$ cat src/rtl/sppq_pkg.sv
// Shared types and constants for the stable priority process queue.
// Operation and status codes, fixed field widths, controller/datapath structs.
// No dependencies.
package sppq_pkg;

  // Fixed field widths
  localparam int OP_W        = 3;
  localparam int ID_W        = 5;
  localparam int PRIO_IN_W   = 8;
  localparam int STATUS_W    = 2;
  localparam int COUNT_OUT_W = 6;

  // Parameter defaults
  localparam int DEF_QUEUE_DEPTH   = 32;
  localparam int DEF_PRIORITY_BITS = 8;

  // Operation codes
  localparam logic [OP_W-1:0] OP_INSERT      = 3'd0;
  localparam logic [OP_W-1:0] OP_PEEK        = 3'd1;
  localparam logic [OP_W-1:0] OP_REMOVE_HEAD = 3'd2;
  localparam logic [OP_W-1:0] OP_REMOVE_ID   = 3'd3;
  localparam logic [OP_W-1:0] OP_CLEAR       = 3'd4;

  // Status codes
  localparam logic [STATUS_W-1:0] ST_OK    = 2'd0;
  localparam logic [STATUS_W-1:0] ST_EMPTY = 2'd1;
  localparam logic [STATUS_W-1:0] ST_FULL  = 2'd2;

  // Controller to datapath commands
  typedef struct packed {
    logic start;     // latch the input beat and set up the walk
    logic ins_step;  // one step of the tail-to-head insert walk
    logic place;     // write the new entry into its slot
    logic fwd_step;  // one step of the head-to-tail search/compact walk
    logic fwd_done;  // close the forward walk, settle status and count
    logic load_out;  // load the output register
  } sppq_cmd_t;

  // Datapath to controller status
  typedef struct packed {
    logic full;
    logic ins_done;
    logic fwd_done;
  } sppq_stat_t;

endpackage

$ cat src/rtl/sppq_ctrl.sv
// Controller state machine for the stable priority process queue.
// Sequences each operation and drives the handshakes. Depends on sppq_pkg.
module sppq_ctrl (
  input  logic                        clk,
  input  logic                        rst,
  input  logic                        in_valid,
  output logic                        in_stall,
  input  logic [sppq_pkg::OP_W-1:0]   operation,
  output logic                        out_valid,
  input  logic                        out_stall,
  output sppq_pkg::sppq_cmd_t         cmd,
  input  sppq_pkg::sppq_stat_t        stat
);
  import sppq_pkg::*;

  localparam logic [2:0] S_IDLE   = 3'd0;
  localparam logic [2:0] S_INS    = 3'd1;
  localparam logic [2:0] S_PLACE  = 3'd2;
  localparam logic [2:0] S_FWD    = 3'd3;
  localparam logic [2:0] S_FINISH = 3'd4;

  logic [2:0] state;
  logic [2:0] state_next;

  // One operation in flight at a time
  assign in_stall = (state != S_IDLE);

  // Next state and commands
  always_comb begin
    state_next = state;
    cmd        = '0;
    unique case (state)
      S_IDLE: begin
        if (in_valid) begin
          cmd.start = 1'b1;
          unique case (operation)
            OP_INSERT:      state_next = stat.full ? S_FINISH : S_INS;
            OP_PEEK,
            OP_REMOVE_HEAD,
            OP_REMOVE_ID:   state_next = S_FWD;
            default:        state_next = S_FINISH;
          endcase
        end
      end
      S_INS: begin
        cmd.ins_step = 1'b1;
        if (stat.ins_done) state_next = S_PLACE;
      end
      S_PLACE: begin
        cmd.place  = 1'b1;
        state_next = S_FINISH;
      end
      S_FWD: begin
        if (stat.fwd_done) begin
          cmd.fwd_done = 1'b1;
          state_next   = S_FINISH;
        end else begin
          cmd.fwd_step = 1'b1;
        end
      end
      S_FINISH: begin
        // output register free or being emptied this cycle
        if (!out_valid || !out_stall) begin
          cmd.load_out = 1'b1;
          state_next   = S_IDLE;
        end
      end
      default: state_next = S_IDLE;
    endcase
  end

  // State and output valid
  always_ff @(posedge clk) begin
    if (rst) begin
      state     <= S_IDLE;
      out_valid <= 1'b0;
    end else begin
      state     <= state_next;
      out_valid <= cmd.load_out | (out_valid & out_stall);
    end
  end

endmodule

$ cat src/rtl/sppq_dp.sv
// Datapath for the stable priority process queue: entry memory, walk
// counters, result and output registers. Depends on sppq_pkg.
module sppq_dp #(
  parameter int QUEUE_DEPTH   = sppq_pkg::DEF_QUEUE_DEPTH,
  parameter int PRIORITY_BITS = sppq_pkg::DEF_PRIORITY_BITS
) (
  input  logic                              clk,
  input  logic                              rst,
  input  sppq_pkg::sppq_cmd_t               cmd,
  output sppq_pkg::sppq_stat_t              stat,
  input  logic [sppq_pkg::OP_W-1:0]         operation,
  input  logic [sppq_pkg::ID_W-1:0]         process_id,
  input  logic [sppq_pkg::PRIO_IN_W-1:0]    entry_priority,
  output logic [sppq_pkg::STATUS_W-1:0]     status,
  output logic [sppq_pkg::ID_W-1:0]         result_id,
  output logic [sppq_pkg::PRIO_IN_W-1:0]    result_priority,
  output logic                              queue_empty,
  output logic [sppq_pkg::COUNT_OUT_W-1:0]  entry_count
);
  import sppq_pkg::*;

  localparam int AW = $clog2(QUEUE_DEPTH);
  localparam int CW = $clog2(QUEUE_DEPTH + 1);
  localparam int PW = PRIORITY_BITS;

  // Entry memory, slot 0 is the head
  logic [ID_W-1:0] mem_id   [QUEUE_DEPTH];
  logic [PW-1:0]   mem_prio [QUEUE_DEPTH];

  logic [CW-1:0]       count;
  logic [OP_W-1:0]     lat_op;
  logic [ID_W-1:0]     lat_id;
  logic [PW-1:0]       lat_prio;
  logic [AW-1:0]       idx;
  logic                rd_more;
  logic                pv;
  logic [AW-1:0]       paddr;
  logic [AW-1:0]       place;
  logic                found;
  logic [STATUS_W-1:0] res_status;
  logic [ID_W-1:0]     res_id;
  logic [PW-1:0]       res_prio;
  logic [ID_W-1:0]     rd_id;
  logic [PW-1:0]       rd_prio;

  logic                mem_re;
  logic                mem_we;
  logic [AW-1:0]       wa;
  logic [ID_W-1:0]     wd_id;
  logic [PW-1:0]       wd_prio;
  logic                lower;
  logic                last_rd;
  logic                shift_en;
  logic                match;

  // Walk status
  assign lower    = (rd_prio < lat_prio);
  assign last_rd  = ((CW'(idx) + CW'(1)) == count);
  assign shift_en = (lat_op != OP_PEEK);
  assign match    = (lat_op == OP_REMOVE_ID) ? (rd_id == lat_id) : (paddr == '0);

  assign stat.full     = (count == CW'(QUEUE_DEPTH));
  assign stat.ins_done = (pv && (!lower || paddr == '0)) || (!pv && !rd_more);
  assign stat.fwd_done = !pv && !rd_more;

  // Memory port control: one read and one write per cycle
  assign mem_re = (cmd.ins_step || cmd.fwd_step) && rd_more;

  always_comb begin
    mem_we  = 1'b0;
    wa      = place;
    wd_id   = rd_id;
    wd_prio = rd_prio;
    priority if (cmd.place) begin
      mem_we  = 1'b1;
      wd_id   = lat_id;
      wd_prio = lat_prio;
    end else if (cmd.ins_step && pv && lower) begin
      // move a lower entry one slot toward the tail
      mem_we = 1'b1;
      wa     = paddr + AW'(1);
    end else if (cmd.fwd_step && pv && found && shift_en) begin
      // close the gap left by the removed entry
      mem_we = 1'b1;
      wa     = paddr - AW'(1);
    end
  end

  // Entry memory with registered read
  always_ff @(posedge clk) begin
    if (mem_we) begin
      mem_id[wa]   <= wd_id;
      mem_prio[wa] <= wd_prio;
    end
    if (mem_re) begin
      rd_id   <= mem_id[idx];
      rd_prio <= mem_prio[idx];
    end
  end

  // Walk control and count
  always_ff @(posedge clk) begin
    if (rst) begin
      count   <= '0;
      rd_more <= 1'b0;
      pv      <= 1'b0;
      found   <= 1'b0;
    end else begin
      priority if (cmd.start) begin
        pv      <= 1'b0;
        found   <= 1'b0;
        rd_more <= (count != '0);
        idx     <= (operation == OP_INSERT) ? AW'(count - CW'(1)) : '0;
        if (operation == OP_CLEAR) count <= '0;
      end else if (cmd.ins_step || cmd.fwd_step) begin
        pv <= rd_more;
        if (rd_more) begin
          paddr <= idx;
          if (cmd.ins_step) begin
            if (idx == '0) rd_more <= 1'b0;
            else           idx     <= idx - AW'(1);
          end else begin
            if (last_rd) rd_more <= 1'b0;
            else         idx     <= idx + AW'(1);
          end
        end
        if (cmd.fwd_step && pv && !found && match) found <= 1'b1;
      end else if (cmd.place) begin
        count <= count + CW'(1);
      end else if (cmd.fwd_done) begin
        if (found && shift_en) count <= count - CW'(1);
      end
    end
  end

  // Latched request, insert slot and result
  always_ff @(posedge clk) begin
    priority if (cmd.start) begin
      lat_op     <= operation;
      lat_id     <= process_id;
      lat_prio   <= PW'(entry_priority);
      place      <= AW'(count);
      res_id     <= '0;
      res_prio   <= '0;
      res_status <= (operation == OP_INSERT && stat.full) ? ST_FULL : ST_OK;
    end else if (cmd.ins_step && pv) begin
      place <= lower ? paddr : paddr + AW'(1);
    end else if (cmd.fwd_step && pv && !found && match) begin
      res_id   <= rd_id;
      res_prio <= rd_prio;
    end else if (cmd.fwd_done) begin
      res_status <= found ? ST_OK : ST_EMPTY;
    end
  end

  // Output register
  always_ff @(posedge clk) begin
    if (cmd.load_out) begin
      status          <= res_status;
      result_id       <= res_id;
      result_priority <= PRIO_IN_W'(res_prio);
      queue_empty     <= (count == '0);
      entry_count     <= COUNT_OUT_W'(count);
    end
  end

endmodule

$ cat src/rtl/stable_priority_process_queue.sv
// Stable priority process queue. Peek and removals walk every stored entry from
// the head; an insert walks from the tail and its time is set by how far that
// walk runs before it stops. Clear, full insert and unused codes skip the walk.
// The next beat is taken in the cycle after the result loads, later while an
// earlier result is still stalled.
// Synchronous reset empties the queue and drops any pending result; memory is kept.
module stable_priority_process_queue #(
  parameter int QUEUE_DEPTH   = sppq_pkg::DEF_QUEUE_DEPTH,
  parameter int PRIORITY_BITS = sppq_pkg::DEF_PRIORITY_BITS
) (
  input  logic                              clk,
  input  logic                              rst,
  input  logic                              in_valid,
  output logic                              in_stall,
  input  logic [sppq_pkg::OP_W-1:0]         operation,
  input  logic [sppq_pkg::ID_W-1:0]         process_id,
  input  logic [sppq_pkg::PRIO_IN_W-1:0]    entry_priority,
  output logic                              out_valid,
  input  logic                              out_stall,
  output logic [sppq_pkg::STATUS_W-1:0]     status,
  output logic [sppq_pkg::ID_W-1:0]         result_id,
  output logic [sppq_pkg::PRIO_IN_W-1:0]    result_priority,
  output logic                              queue_empty,
  output logic [sppq_pkg::COUNT_OUT_W-1:0]  entry_count
);
  import sppq_pkg::*;

  sppq_cmd_t  cmd;
  sppq_stat_t stat;

  // Sequencer
  sppq_ctrl u_ctrl (
    .clk       (clk),
    .rst       (rst),
    .in_valid  (in_valid),
    .in_stall  (in_stall),
    .operation (operation),
    .out_valid (out_valid),
    .out_stall (out_stall),
    .cmd       (cmd),
    .stat      (stat)
  );

  // Storage and result path
  sppq_dp #(
    .QUEUE_DEPTH   (QUEUE_DEPTH),
    .PRIORITY_BITS (PRIORITY_BITS)
  ) u_dp (
    .clk             (clk),
    .rst             (rst),
    .cmd             (cmd),
    .stat            (stat),
    .operation       (operation),
    .process_id      (process_id),
    .entry_priority  (entry_priority),
    .status          (status),
    .result_id       (result_id),
    .result_priority (result_priority),
    .queue_empty     (queue_empty),
    .entry_count     (entry_count)
  );

endmodule

$ cat config.mk
export PLATFORM = sky130hd
export DESIGN_NAME = stable_priority_process_queue
export DESIGN_NICKNAME = d
export VERILOG_FILES = /design/src/rtl/sppq_pkg.sv /design/src/rtl/sppq_ctrl.sv /design/src/rtl/sppq_dp.sv /design/src/rtl/stable_priority_process_queue.sv
export SDC_FILE = /design/constraint.sdc
export NUM_CORES = 1
export LEC_CHECK = 0
export BUFFER_PORTS_ARGS = -buffer_cell sky130_fd_sc_hd__buf_4
export CAP_MARGIN = 5
export CORE_MARGIN = 5
export CORE_UTILIZATION = 50
export CTS_BUF_LIST = sky130_fd_sc_hd__clkbuf_4 sky130_fd_sc_hd__clkbuf_8
export CTS_CLUSTER_SIZE = 24
export DETAILED_ROUTE_END_ITERATION = 16
export GPL_ROUTABILITY_DRIVEN = 0
export PLACE_DENSITY = 0.77
export SYNTH_ARGS = -nofsm -noshare
export SYNTH_HDL_FRONTEND = slang
export SYNTH_SLANG_ARGS = --single-unit
$ cat constraint.sdc
create_clock -name clk -period 6.3 [get_ports clk]
set_input_delay 1.26 -clock clk [delete_from_list [all_inputs] [get_ports clk]]
set_output_delay 1.26 -clock clk [all_outputs]
set_load 0.005 [all_outputs]
-- After elaboration in Yosys (flattened, before gate mapping)
Memories as Yosys holds them, arrays and structs flattened. A register that Yosys moved wholly into a read port is not among the register bits.
Cells that the tools add are included.
- memories: 2
- bits in registers: 81
- output and inout port bits: 24
- latch bits: 0
- input port bits: 20
- bits in read-only memories: 0
- RAM bits: 416
- reductions and logical operators: 44
- multipliers: 0
- add/subtract/negate cells: 7
- magnitude comparators: 1
- muxes and demuxes: 55
- bitwise gates (word level): 5
- equality and inequality tests: 23
- shift operators: 0
- divide/modulo/power cells: 0
- memories (memory ; depth ; bits a word ; read ports ; clocked after memory_dff ; write ports ; line ; source):
    u_dp.mem_prio ; 32 ; 8 ; 1 ; 1 ; 1 ; sppq_dp.sv:28 ; logic [PW-1:0] mem_prio [QUEUE_DEPTH];
    u_dp.mem_id ; 32 ; 5 ; 1 ; 1 ; 1 ; sppq_dp.sv:27 ; logic [ID_W-1:0] mem_id [QUEUE_DEPTH];
- operator list (cell ; count):
    $mux 5 ; 14
    $mux 6 ; 6
    $mux 1 ; 21
    $eq 3x2->1 const B ; 5
    $mux 3 ; 5
    $pmux 3 s5 ; 1
    $logic_and 1x1->1 ; 12
    $mux 2 ; 6
    $ne 2x2->1 const B ; 6
    $reduce_and 4->1 ; 3
    $add 5x1->5 const B ; 2
    $logic_not 5->1 ; 2
    $sub 5x1->5 const B ; 2
    $reduce_bool 3->1 ; 3
    $lt 8x8->1 ; 1
    $mux 8 ; 1
    $reduce_bool 2->1 ; 4
    $add 5x1->6 const B ; 1
    $add 6x1->6 const B ; 1
    $eq 3x1->1 const B ; 2
    $eq 3x3->1 const B ; 2
    $eq 6x6->1 ; 1
    $eq 6x6->1 const B ; 1
    $logic_not 1->1 ; 6
    other kinds (19) ; 27

-- Depth between registers and ports, before layout
Gate-level depths: netlist of the first run.
- depth after elaboration: 12
- depth in mapped cells: 11

-- Cells and area by module
From an unflattened synthesis of the first run, not the netlist that was laid out.
- cells, all modules: 1095
- area, all modules: 20657.3 sq um
- modules (own cells, without submodules) (module ; area an instance (sq um) ; sequential area each (sq um) ; times used ; cells each):
    sppq_dp ; 20388.3 ; 14974.4 ; 1 ; 1061
    sppq_ctrl ; 269.0 ; 80.1 ; 1 ; 34

-- Worst setup path before layout of the first run
Ideal clock, no wire load.
- kind: register to register
- start point: register u_ctrl.state[0]
- end point: memory u_dp.mem_prio[0][1] (netlist name), data pin
- arrival time: 2515 ps
- data required time: 5846 ps
- buffers on the path: 3
- cell stages (with the launch flop): 6
- period minus slack after synthesis: 2969 ps
- path slack: 3331 ps
- path through: dfxtp_1 > buf_2 > or3b_2 > clkbuf_1 > clkbuf_1 > o21ai_0
- word-level cells in the longest chain between the ends: 3
- RTL lines (item ; line ; source):
    from (decl) ; sppq_ctrl.sv:22 ; logic [2:0] state;
    from (signal assigned) ; sppq_ctrl.sv:78 ; state <= state_next;
    $eq 3x2->1 ; sppq_ctrl.sv:32 ; unique case (state)
    $mux 1 ; sppq_ctrl.sv:32 ;
    $mux 8 ; sppq_dp.sv:74 ; priority if (cmd.place) begin
    named net u_dp.wd_prio[1] ; sppq_dp.sv:50 ; logic [PW-1:0] wd_prio;
    to (decl) ; sppq_dp.sv:28 ;
The timed path passes the listed nets, and every way through them passes these cells.

-- Final worst setup path of the first run
- start point: register u_dp.rd_prio[7], read port of u_dp.mem_prio
- end point: memory u_dp.mem_id[9][3] (enable)
- word-level cells in the longest chain between the ends: 6
- elaborated cells on any way between the ends: 8
- those cells by class: 1 x order compare; 6 x mux; 1 x reduce/logical
- RTL lines (item ; line ; source):
    from (decl) ; sppq_dp.sv:44 ; logic [PW-1:0] rd_prio;
    $lt 8x8->1 * ; sppq_dp.sv:57 ; assign lower = (rd_prio < lat_prio);
    $logic_and 1x1->1 * ; sppq_dp.sv:78 ; end else if (cmd.ins_step && pv && lower) begin
    $mux 1 ; sppq_dp.sv:78 ;
    $mux 1 ; sppq_dp.sv:74 ;
    $mux 1 ; sppq_dp.sv:91 ; if (mem_we) begin
    $mux 1 (implied by the code) ; sppq_dp.sv:92 ; mem_id[wa] <= wd_id;
    to (decl) ; sppq_dp.sv:27 ;
Every way passes the cells marked *; elsewhere a longest branch is shown, timed or not.

==> impl_results.md, run 1 <==
- Final slew viol count: 0
- Worst VDD drop: 0.151 mV
- WL final: 44600 µm
- Ys Warns: 0
- Pwr/cell area: 321 mW/mm²
- Vias per cell: 6.04
- Worst EP arrival: 4.18 ns
- Setup crit start kind: flop
- Max Root-Sink Buffers: 3
- Worst-path clk slew: 0.06 ns
- FF-to-FF path depth: 7
- P_leak: 7.63 nW
- DR pass1 iterations: 6
- IO Pins: 44
- FMAX: 252 MHz
- Asr flop ratio synth: 0
- Commonest non-fill, non-tap cell in the layout: edfxtp_1
- CP endpoint kind: flop
- Mean routed wirelength per cell: 25.4 µm
- Worst skew pair latency: 0.64 ns
- Distinct cells, synth: 55
- Total grt overflow: 0
- CP top delay family: compound AO/OA/AOI/OAI gates
- Worst path buffer plus inverter count: 0
- Cell row count: 74
- CTS tree: yes
- Via Count: 10593
- Yosys reg bits: 510
- Initial Utilization: 0.505
- Global-route wire length before repair: 66200 µm
- Total CTS buffers: 79
- Minimum clock period: 3.97 ns
- All-layer global routing usage: 0.199
- Setup violators final: 0
- Synth area leader: edfxtp_1
- P&R area growth vs syn: 12.6%
- Setup bufs post-CTS: 0
- Worst EP required: 6.51 ns
- Final Hold Viols: 0
- Mapped Avg Cell Area: 19.1 µm²
- Cells after synthesis: 1076
- Register-to-register path setup slack: 2.33 ns
- CP Class: reg2reg
- Share of cells above drive strength 1: 0.285
- Largest net degree at the start of global routing: 114
- Synth Flop Type: edfxtp_1
- Cell Chain, Critical Path: ha_1 -> and4_1 -> o21ai_0 -> o21bai_1 -> o31ai_1 -> a21oi_1 -> nor2_1
- Setup_tns: 0 ns
- Initial antenna violation count: 0
- Resize count post-CTS: 0
- Actual slew at the worst max-slew pin: 1.28 ns
- Post-synthesis sequential area ratio: 0.732
- # DRC: 0
- Worst Clk Skew: 0.0302 ns
- Crit path max fanout: 13
- Outcome: finished clean
- Clk root buf: clkbuf_8
- Critical Path Stages: 7
- CORE AREA: 0.0407 mm²
- Worst path slowest cell: a21oi_1
- RSZ-0062 raised after global routing: false
- CP max stage delay: 1.02 ns
- Die Wd: 213 µm
- Final period utilization: 0.630
- EDFF count, synth: 484
- Antenna viol nets, final: 0
- Share of the synthesized area in the top cell type: 0.706
- CTS H-tree depth: 3
- Clk sink count: 510
- Dpl cells: 1612
- Nets: 1199
- Area of the die: 0.0453 mm²
- Post-CTS Hold Fix Bufs: 0
- Synth Net Count: 1113
- Slew HR: 0.143
- Total power after layout: 7.44 mW
- Leading cell types by total area after synthesis: edfxtp_1 71%, mux4_2 14%, dfxtp_1 2.5%, nor2_1 1.4%, ha_1 0.97%
- DRT iter0 DRCs: 1230
- Non-Filler Instances: 1755
- Diode count: 0
- Most frequent cells in the layout: 484 x edfxtp_1, 130 x mux4_2, 81 x clkbuf_8, 78 x nor2_1, 58 x buf_4
- Post-DP HPWL: 27500 µm
- Buffers on Ports: 43
- Chip height: 213 µm
- HP Class: reg2reg
- Post-synth design cell area: 0.0206 mm²
- Filler Cell Count: 2961
- Max Cap Viol: 0
- Vias in the first global route: 10290
- Worst hold path cell count: 0
-- synthesized netlist by cell type, types with 6 or more instances --
master and number:
a211oi_1 6, a21oi_1 21, buf_2 20, clkbuf_1 32
dfxtp_1 26, edfxtp_1 484, ha_1 16, inv_1 23
mux2_2 14, mux2i_1 14, mux4_2 130, nand2_1 49
nand3_1 16, nor2_1 78, nor3_1 13, o21ai_0 21
xnor2_1 17, xor2_1 12
-- sequential cells by signal (all words and copies together) (netlist names), 6 cells and up --
signal	count
u_dp.entry_count	6
u_dp.count	6
u_dp.result_priority	8
u_dp.mem_prio	256
u_dp.mem_id	160
u_dp.lat_prio	8
u_dp.rd_prio	8
u_dp.res_prio	8
-- per-stage QoR --
stage	area (µm²)	hold WS [ns]	worst slack (ns)	util
2_1_floorplan	20600	0.400	3.33	-
3_3_place_gp	21600	0.405	2.55	0.529
3_5_place_dp	21600	0.409	2.53	0.529
4_1_cts	23200	0.400	2.51	0.569
5_1_grt	23200	0.424	2.20	0.569
6_report	23200	0.415	2.33	0.569
-- layout make-up --
cell class                      instances  area (µm²)  area share
Tap cell                              532         666      0.0287
Inverter                               24        90.1     0.00389
Multi-Input combinational cell        487        5280       0.228
Clock inverter                         37         309      0.0133
Sequential cell                       510       15100       0.650
Clock buffer                          105        1290      0.0559
Timing Repair Buffer                   60         475      0.0205
-- where the power goes --
| part | switching [mW] | internal (mW) | total (mW) | leakage (nW) |
|---|---|---|---|---|
| sequential | 0.0624 | 3.84 | 3.90 | 4.59 |
| clock | 1.27 | 1.52 | 2.79 | 0.847 |
| combinational | 0.455 | 0.290 | 0.744 | 2.20 |
-- worst paths after layout --
path	from	end
worst max-delay path	u_dp.rd_prio[7]	u_dp.mem_id[9][3]
worst min-delay path	u_dp.res_status[0]	u_dp.status[0]
worst max register to register	u_dp.rd_prio[7]	u_dp.mem_id[9][3]
worst min register to register	u_dp.res_status[0]	u_dp.status[0]
-- kinds of logic (layout without fill, tap and decap cells) --
| group | count (synthesis) | count (layout) | share of synthesized area |
|---|---|---|---|
| mux | 159 | 159 | 0.158 |
| buf+inv | 79 | 226 | 0.0157 |
| xor+xnor | 29 | 29 | 0.0123 |
| flops | 510 | 510 | 0.732 |
| fa+ha+maj | 17 | 17 | 0.0107 |
| compound gates | 95 | 95 | 0.0309 |
| simple gates | 187 | 187 | 0.0410 |
-- metal layers --
metal,global-route usage,up-vias,wire length [µm]
met5,0,-,0
met3,0.0580,84,4700
met4,0.0675,0,1450
met2,0.282,615,19800
met1,0.300,5355,18700
li1,-,4539,-
(Power assumes the default switching activity.)
==> inputs of run 2 (changes only) <==
Settings changed: PLACE_DENSITY 0.77 to 0.79.
Clock period 6.3 ns to 3.5 ns, I/O delays scaled along.
==> impl_results.md, run 2 (same netlist as run 1, synthesis figures left out) <==
- Slew HR: 0.238
- CP Class: reg2reg
- Worst VDD drop: 0.335 mV
- Crit path top cell by count: buf_4
- Worst EP required: 3.83 ns
- WL final: 45200 µm
- Hold path endpoint: u_dp.lat_prio[2]
- Setup bufs post-CTS: 0
- Share of cells above drive strength 1: 0.314
- Final slew viol count: 0
- Worst hold path cell count: 1
- Worst-path clk slew: 0.06 ns
- Post-route setup slack: 0.321 ns
- Setup_tns: 0 ns
- Clk pwr share: 0.372
- Setup violators final: 0
- P_leak: 7.95 nW
- Post-DP HPWL: 28400 µm
- Cell Chain, Critical Path: ha_1 -> and4_1 -> o21ai_0 -> o21bai_1 -> nor3_1 -> buf_4 -> a22oi_1 -> nor2_1 -> buf_4
- Dpl ws: 0.389 ns
- CTS tree: yes
- Reported net switching power: 3.14 mW
- Most frequent cells in the layout: 484 x edfxtp_1, 130 x mux4_2, 114 x buf_4, 85 x clkbuf_8, 78 x nor2_1
- Antenna viol nets, final: 0
- Initial Utilization: 0.505
- Worst EP arrival: 3.51 ns
- Largest net degree at the start of global routing: 50
- Area of the die: 0.0453 mm²
- Total CTS buffers: 78
- GRT met1 Usage: 0.283
- Vias in the first global route: 10887
- # DRC: 0
- Chip height: 213 µm
- FF-to-FF path depth: 9
- Post-CTS Hold Fix Bufs: 0
- Outcome: finished clean
- Total power after layout: 13.4 mW
- Max Root-Sink Buffers: 3
- Diode count: 0
- Max reg flops: 256
- IO Pins: 44
- Commonest non-fill, non-tap cell in the layout: edfxtp_1
- HP Class: in2reg
- All-layer global routing usage: 0.200
- Cell row count: 74
- Cell-internal power: 10.3 mW
- Flop pwr share: 0.523
- Setup crit start kind: flop
- Area occupied by multi-input gates: 0.00525 mm²
- Worst path slowest cell: o21bai_1
- Register-to-register path setup slack: 0.32 ns
- CP max stage delay: 0.59 ns
- FF-to-FF End: u_dp.mem_id[20][4]
- FMAX: 315 MHz
- Filler Cell Count: 2866
- Clk root buf: clkbuf_8
- Worst skew pair latency: 0.61 ns
- Pwr/cell area: 567 mW/mm²
- Gr busiest metal: met2
- Mean routed wirelength per cell: 25.0 µm
- CP endpoint kind: flop
- Resize count post-CTS: 0
- Hold wc startpoint: entry_priority[2]
- Crit path max fanout: 13
- Sequential Area: 0.0151 mm²
- Final Hold Viols: 0
- Global-route wire length before repair: 67600 µm
- Worst Clk Skew: 0.0304 ns
- Logic pwr share: 0.105
- Actual slew at the worst max-slew pin: 1.14 ns
- Met2 GRT Util: 0.316
- Final period utilization: 0.908
- Vias per cell: 6.04
- Buffers on Ports: 43
- Nets: 1259
- Met3 Use GR: 0.0359
- P&R area growth vs syn: 14.9%
- Minimum clock period: 3.18 ns
- Via Count: 10926
- CTS H-tree depth: 3
- Max Cap Viol: 0
- Initial antenna violation count: 0
- RSZ-0062 raised after global routing: false
- Sw Share: 0.234
- Top flop regs: u_dp.mem_prio x256, u_dp.mem_id x160
- Top reg by flops: u_dp.mem_prio
- CORE AREA: 0.0407 mm²
- Total grt overflow: 0
- Reg2Reg Launch Point: u_dp.rd_prio[7]
- DRT iter0 DRCs: 1226
- Clk sink count: 510
- Die Wd: 213 µm
- DR pass1 iterations: 5
run 2: how the worst max path moves through the flow:
stage                          startpoint             endpoint  slack [ns]
after floorplan           u_ctrl.state[0]  u_dp.mem_prio[0][1]        0.53
after global placement    u_dp.rd_prio[7]   u_dp.mem_id[20][4]        0.47
after detailed placement  u_dp.rd_prio[7]   u_dp.mem_id[20][4]        0.39
after CTS                 u_dp.rd_prio[7]   u_dp.mem_id[20][4]        0.36
after global routing      u_dp.rd_prio[7]   u_dp.mem_id[20][4]        0.14
final                     u_dp.rd_prio[7]   u_dp.mem_id[20][4]        0.32
run 2: area by class of cell:
class / instances / area share
timing repair buffer: 121 / 0.0421
multi-input combinational: 487 / 0.222
sequential: 510 / 0.637
clock inverter: 34 / 0.0121
inverter: 24 / 0.00381
clock buffer: 102 / 0.0549
tap: 532 / 0.0282
run 2: power by group through the flow:
stage	logic, mW	clock network (mW)	registers, mW
after floorplan	0.887	0	7.09
after global placement	1.36	0	7.13
after detailed placement	1.40	0	7.13
after CTS	1.41	5.08	7.01
after global routing	1.50	5.39	7.02
final	1.41	4.98	7.01
run 2: per-layer routing:
metal | wire (µm) | up-vias
li1 | - | 4662
met1 | 17800 | 5590
met2 | 21800 | 589
met3 | 3880 | 85
met4 | 1660 | 0
met5 | 0 | -
run 2: critical path: cells and delay by family, from the launching register on:
family | cells | cell delay (ns)
compound gates | 3 | 1.26
fa+ha+maj | 1 | 0.35
buf+inv | 2 | 0.42
flops | 1 | 0.43
simple gates | 3 | 0.44
run 2: through the flow:
step / cells / hold slack (ns) / util / instance area (µm²)
2_1_floorplan: 1076 / 0.400 / - / 20600
3_3_place_gp: 1674 / 0.400 / 0.541 / 22100
3_5_place_dp: 1674 / 0.405 / 0.541 / 22100
4_1_cts: 1810 / 0.238 / 0.580 / 23600
5_1_grt: 1810 / 0.246 / 0.580 / 23600
6_report: 1810 / 0.277 / 0.580 / 23600
==> inputs of run 3 (changes only) <==
Settings changed: CORE_MARGIN 5 to 2, GPL_ROUTABILITY_DRIVEN 0 to default.
==> impl_results.md, run 3 (same netlist as run 1, synthesis figures left out) <==
- Diode count: 0
- Worst path slowest cell: edfxtp_1
- Antenna viol nets, final: 0
- Initial Utilization: 0.505
- Final period utilization: 0.819
- Layout Utilization: 0.577
- Mean routed wirelength per cell: 25.2 µm
- Area of the die: 0.0428 mm²
- DR pass1 iterations: 6
- All-layer global routing usage: 0.217
- Setup_tns: 0 ns
- Slew HR: 0.179
- RSZ-0062 raised after global routing: false
- Top reg by flops: u_dp.mem_prio
- Max Cap Viol: 0
- Commonest non-fill, non-tap cell in the layout: edfxtp_1
- Post-DP HPWL: 27100 µm
- Worst VDD drop: 0.299 mV
- Max Root-Sink Buffers: 3
- Total CTS buffers: 78
- P_leak: 7.86 nW
- Pwr/cell area: 567 mW/mm²
- Cell Chain, Critical Path: inv_1 -> ha_1 -> nor3b_1 -> xnor2_1 -> nand3_1 -> o31ai_1 -> a32oi_1 -> nor2_1 -> buf_4
- Max reg flops: 256
- Worst EP arrival: 3.16 ns
- Setup violators final: 0
- Setup crit start kind: flop
- Setup bufs post-CTS: 0
- Worst Clk Skew: 0.0292 ns
- Chip height: 207 µm
- CP Class: reg2reg
- Most frequent cells in the layout: 484 x edfxtp_1, 130 x mux4_2, 99 x buf_4, 80 x clkbuf_8, 78 x nor2_1
- IO Pins: 44
- Clk root buf: clkbuf_8
- # DRC: 0
- Outcome: finished clean
- CORE AREA: 0.0407 mm²
- Share of cells above drive strength 1: 0.303
- HP Class: in2reg
- Worst skew pair latency: 0.62 ns
- Actual slew at the worst max-slew pin: 1.23 ns
- Hold WS: 0.262 ns
- FMAX: 349 MHz
- Final Hold Viols: 0
- Global-route wire length before repair: 67800 µm
- Minimum clock period: 2.87 ns
- Top flop regs: u_dp.mem_prio x256, u_dp.mem_id x160
- Cell row count: 74
- Vias per cell: 6.05
- Register-to-register path setup slack: 0.63 ns
- Worst EP required: 3.79 ns
- Clk sink count: 510
- Buffers on Ports: 43
- P&R area growth vs syn: 14.2%
- Worst-path clk slew: 0.06 ns
- WL final: 45400 µm
- Vias in the first global route: 10972
- Post-CTS Hold Fix Bufs: 0
- Total grt overflow: 0
- DRT iter0 DRCs: 1428
- Die Wd: 207 µm
- CTS tree: yes
- Resize count post-CTS: 0
- CP max stage delay: 0.48 ns
- Largest net degree at the start of global routing: 93
- GP Congestion: 0.895
- Crit path max fanout: 13
- CTS H-tree depth: 3
- Initial antenna violation count: 0
- Via Count: 10884
- Final slew viol count: 0
- Nets: 1243
- CP endpoint kind: flop
## run 3: cell types whose count changed in the layout (fill, tap and decap cells not counted), sizes merged
cell      change
bufinv        +1
clkinv       +10
clkbuf        -8
clkinvlp      +1
buf          -16
## run 3: worst max-delay path: cells and delay by family (launching register included)
family | cells | cell delay [ns]
simple gates | 3 | 0.63
buf+inv | 2 | 0.51
flops | 1 | 0.48
xor+xnor | 1 | 0.24
fa+ha+maj | 1 | 0.26
compound gates | 2 | 0.44
## run 3: final cells by class
type	count	area, µm²
inverters	24	90.1
fillers	2834	17200
flip-flops and latches	510	15100
multi-input cells	487	5240
clock inverters	46	382
clock buffers	94	1210
repair buffers	105	871
well taps	532	666
## run 3: path summary, 6_finish.rpt
check                                             to  depth (start not counted)          startpoint
worst max-delay path            u_dp.mem_prio[10][7]                          9       u_dp.paddr[0]
worst min-delay path                u_dp.lat_prio[3]                          1   entry_priority[3]
worst max register to register  u_dp.mem_prio[10][7]                          9       u_dp.paddr[0]
worst min register to register        u_dp.status[1]                          0  u_dp.res_status[1]
## run 3: per-layer routing
layer	track usage	wire, µm	part of all wire
met1	0.304	18300	0.40
met2	0.349	22400	0.49
met3	0.0425	3840	0.085
met4	0.0638	838	0.018
met5	0	0	0
## run 3: stage by stage
stage          instances  instance area, µm²  total power [mW]  setup slack [ns]
2_1_floorplan       1076               20600              7.98             0.531
3_3_place_gp        1657               21900              8.40             0.691
3_5_place_dp        1657               21900              8.45             0.681
4_1_cts             1797               23500              13.4             0.646
5_1_grt             1798               23500              13.8             0.490
6_report            1798               23500              13.3             0.635
## run 3: report_power, final
part / switching, mW / internal, mW
registers: 0.0975 / 6.92
clock network: 2.26 / 2.74
logic: 0.780 / 0.548
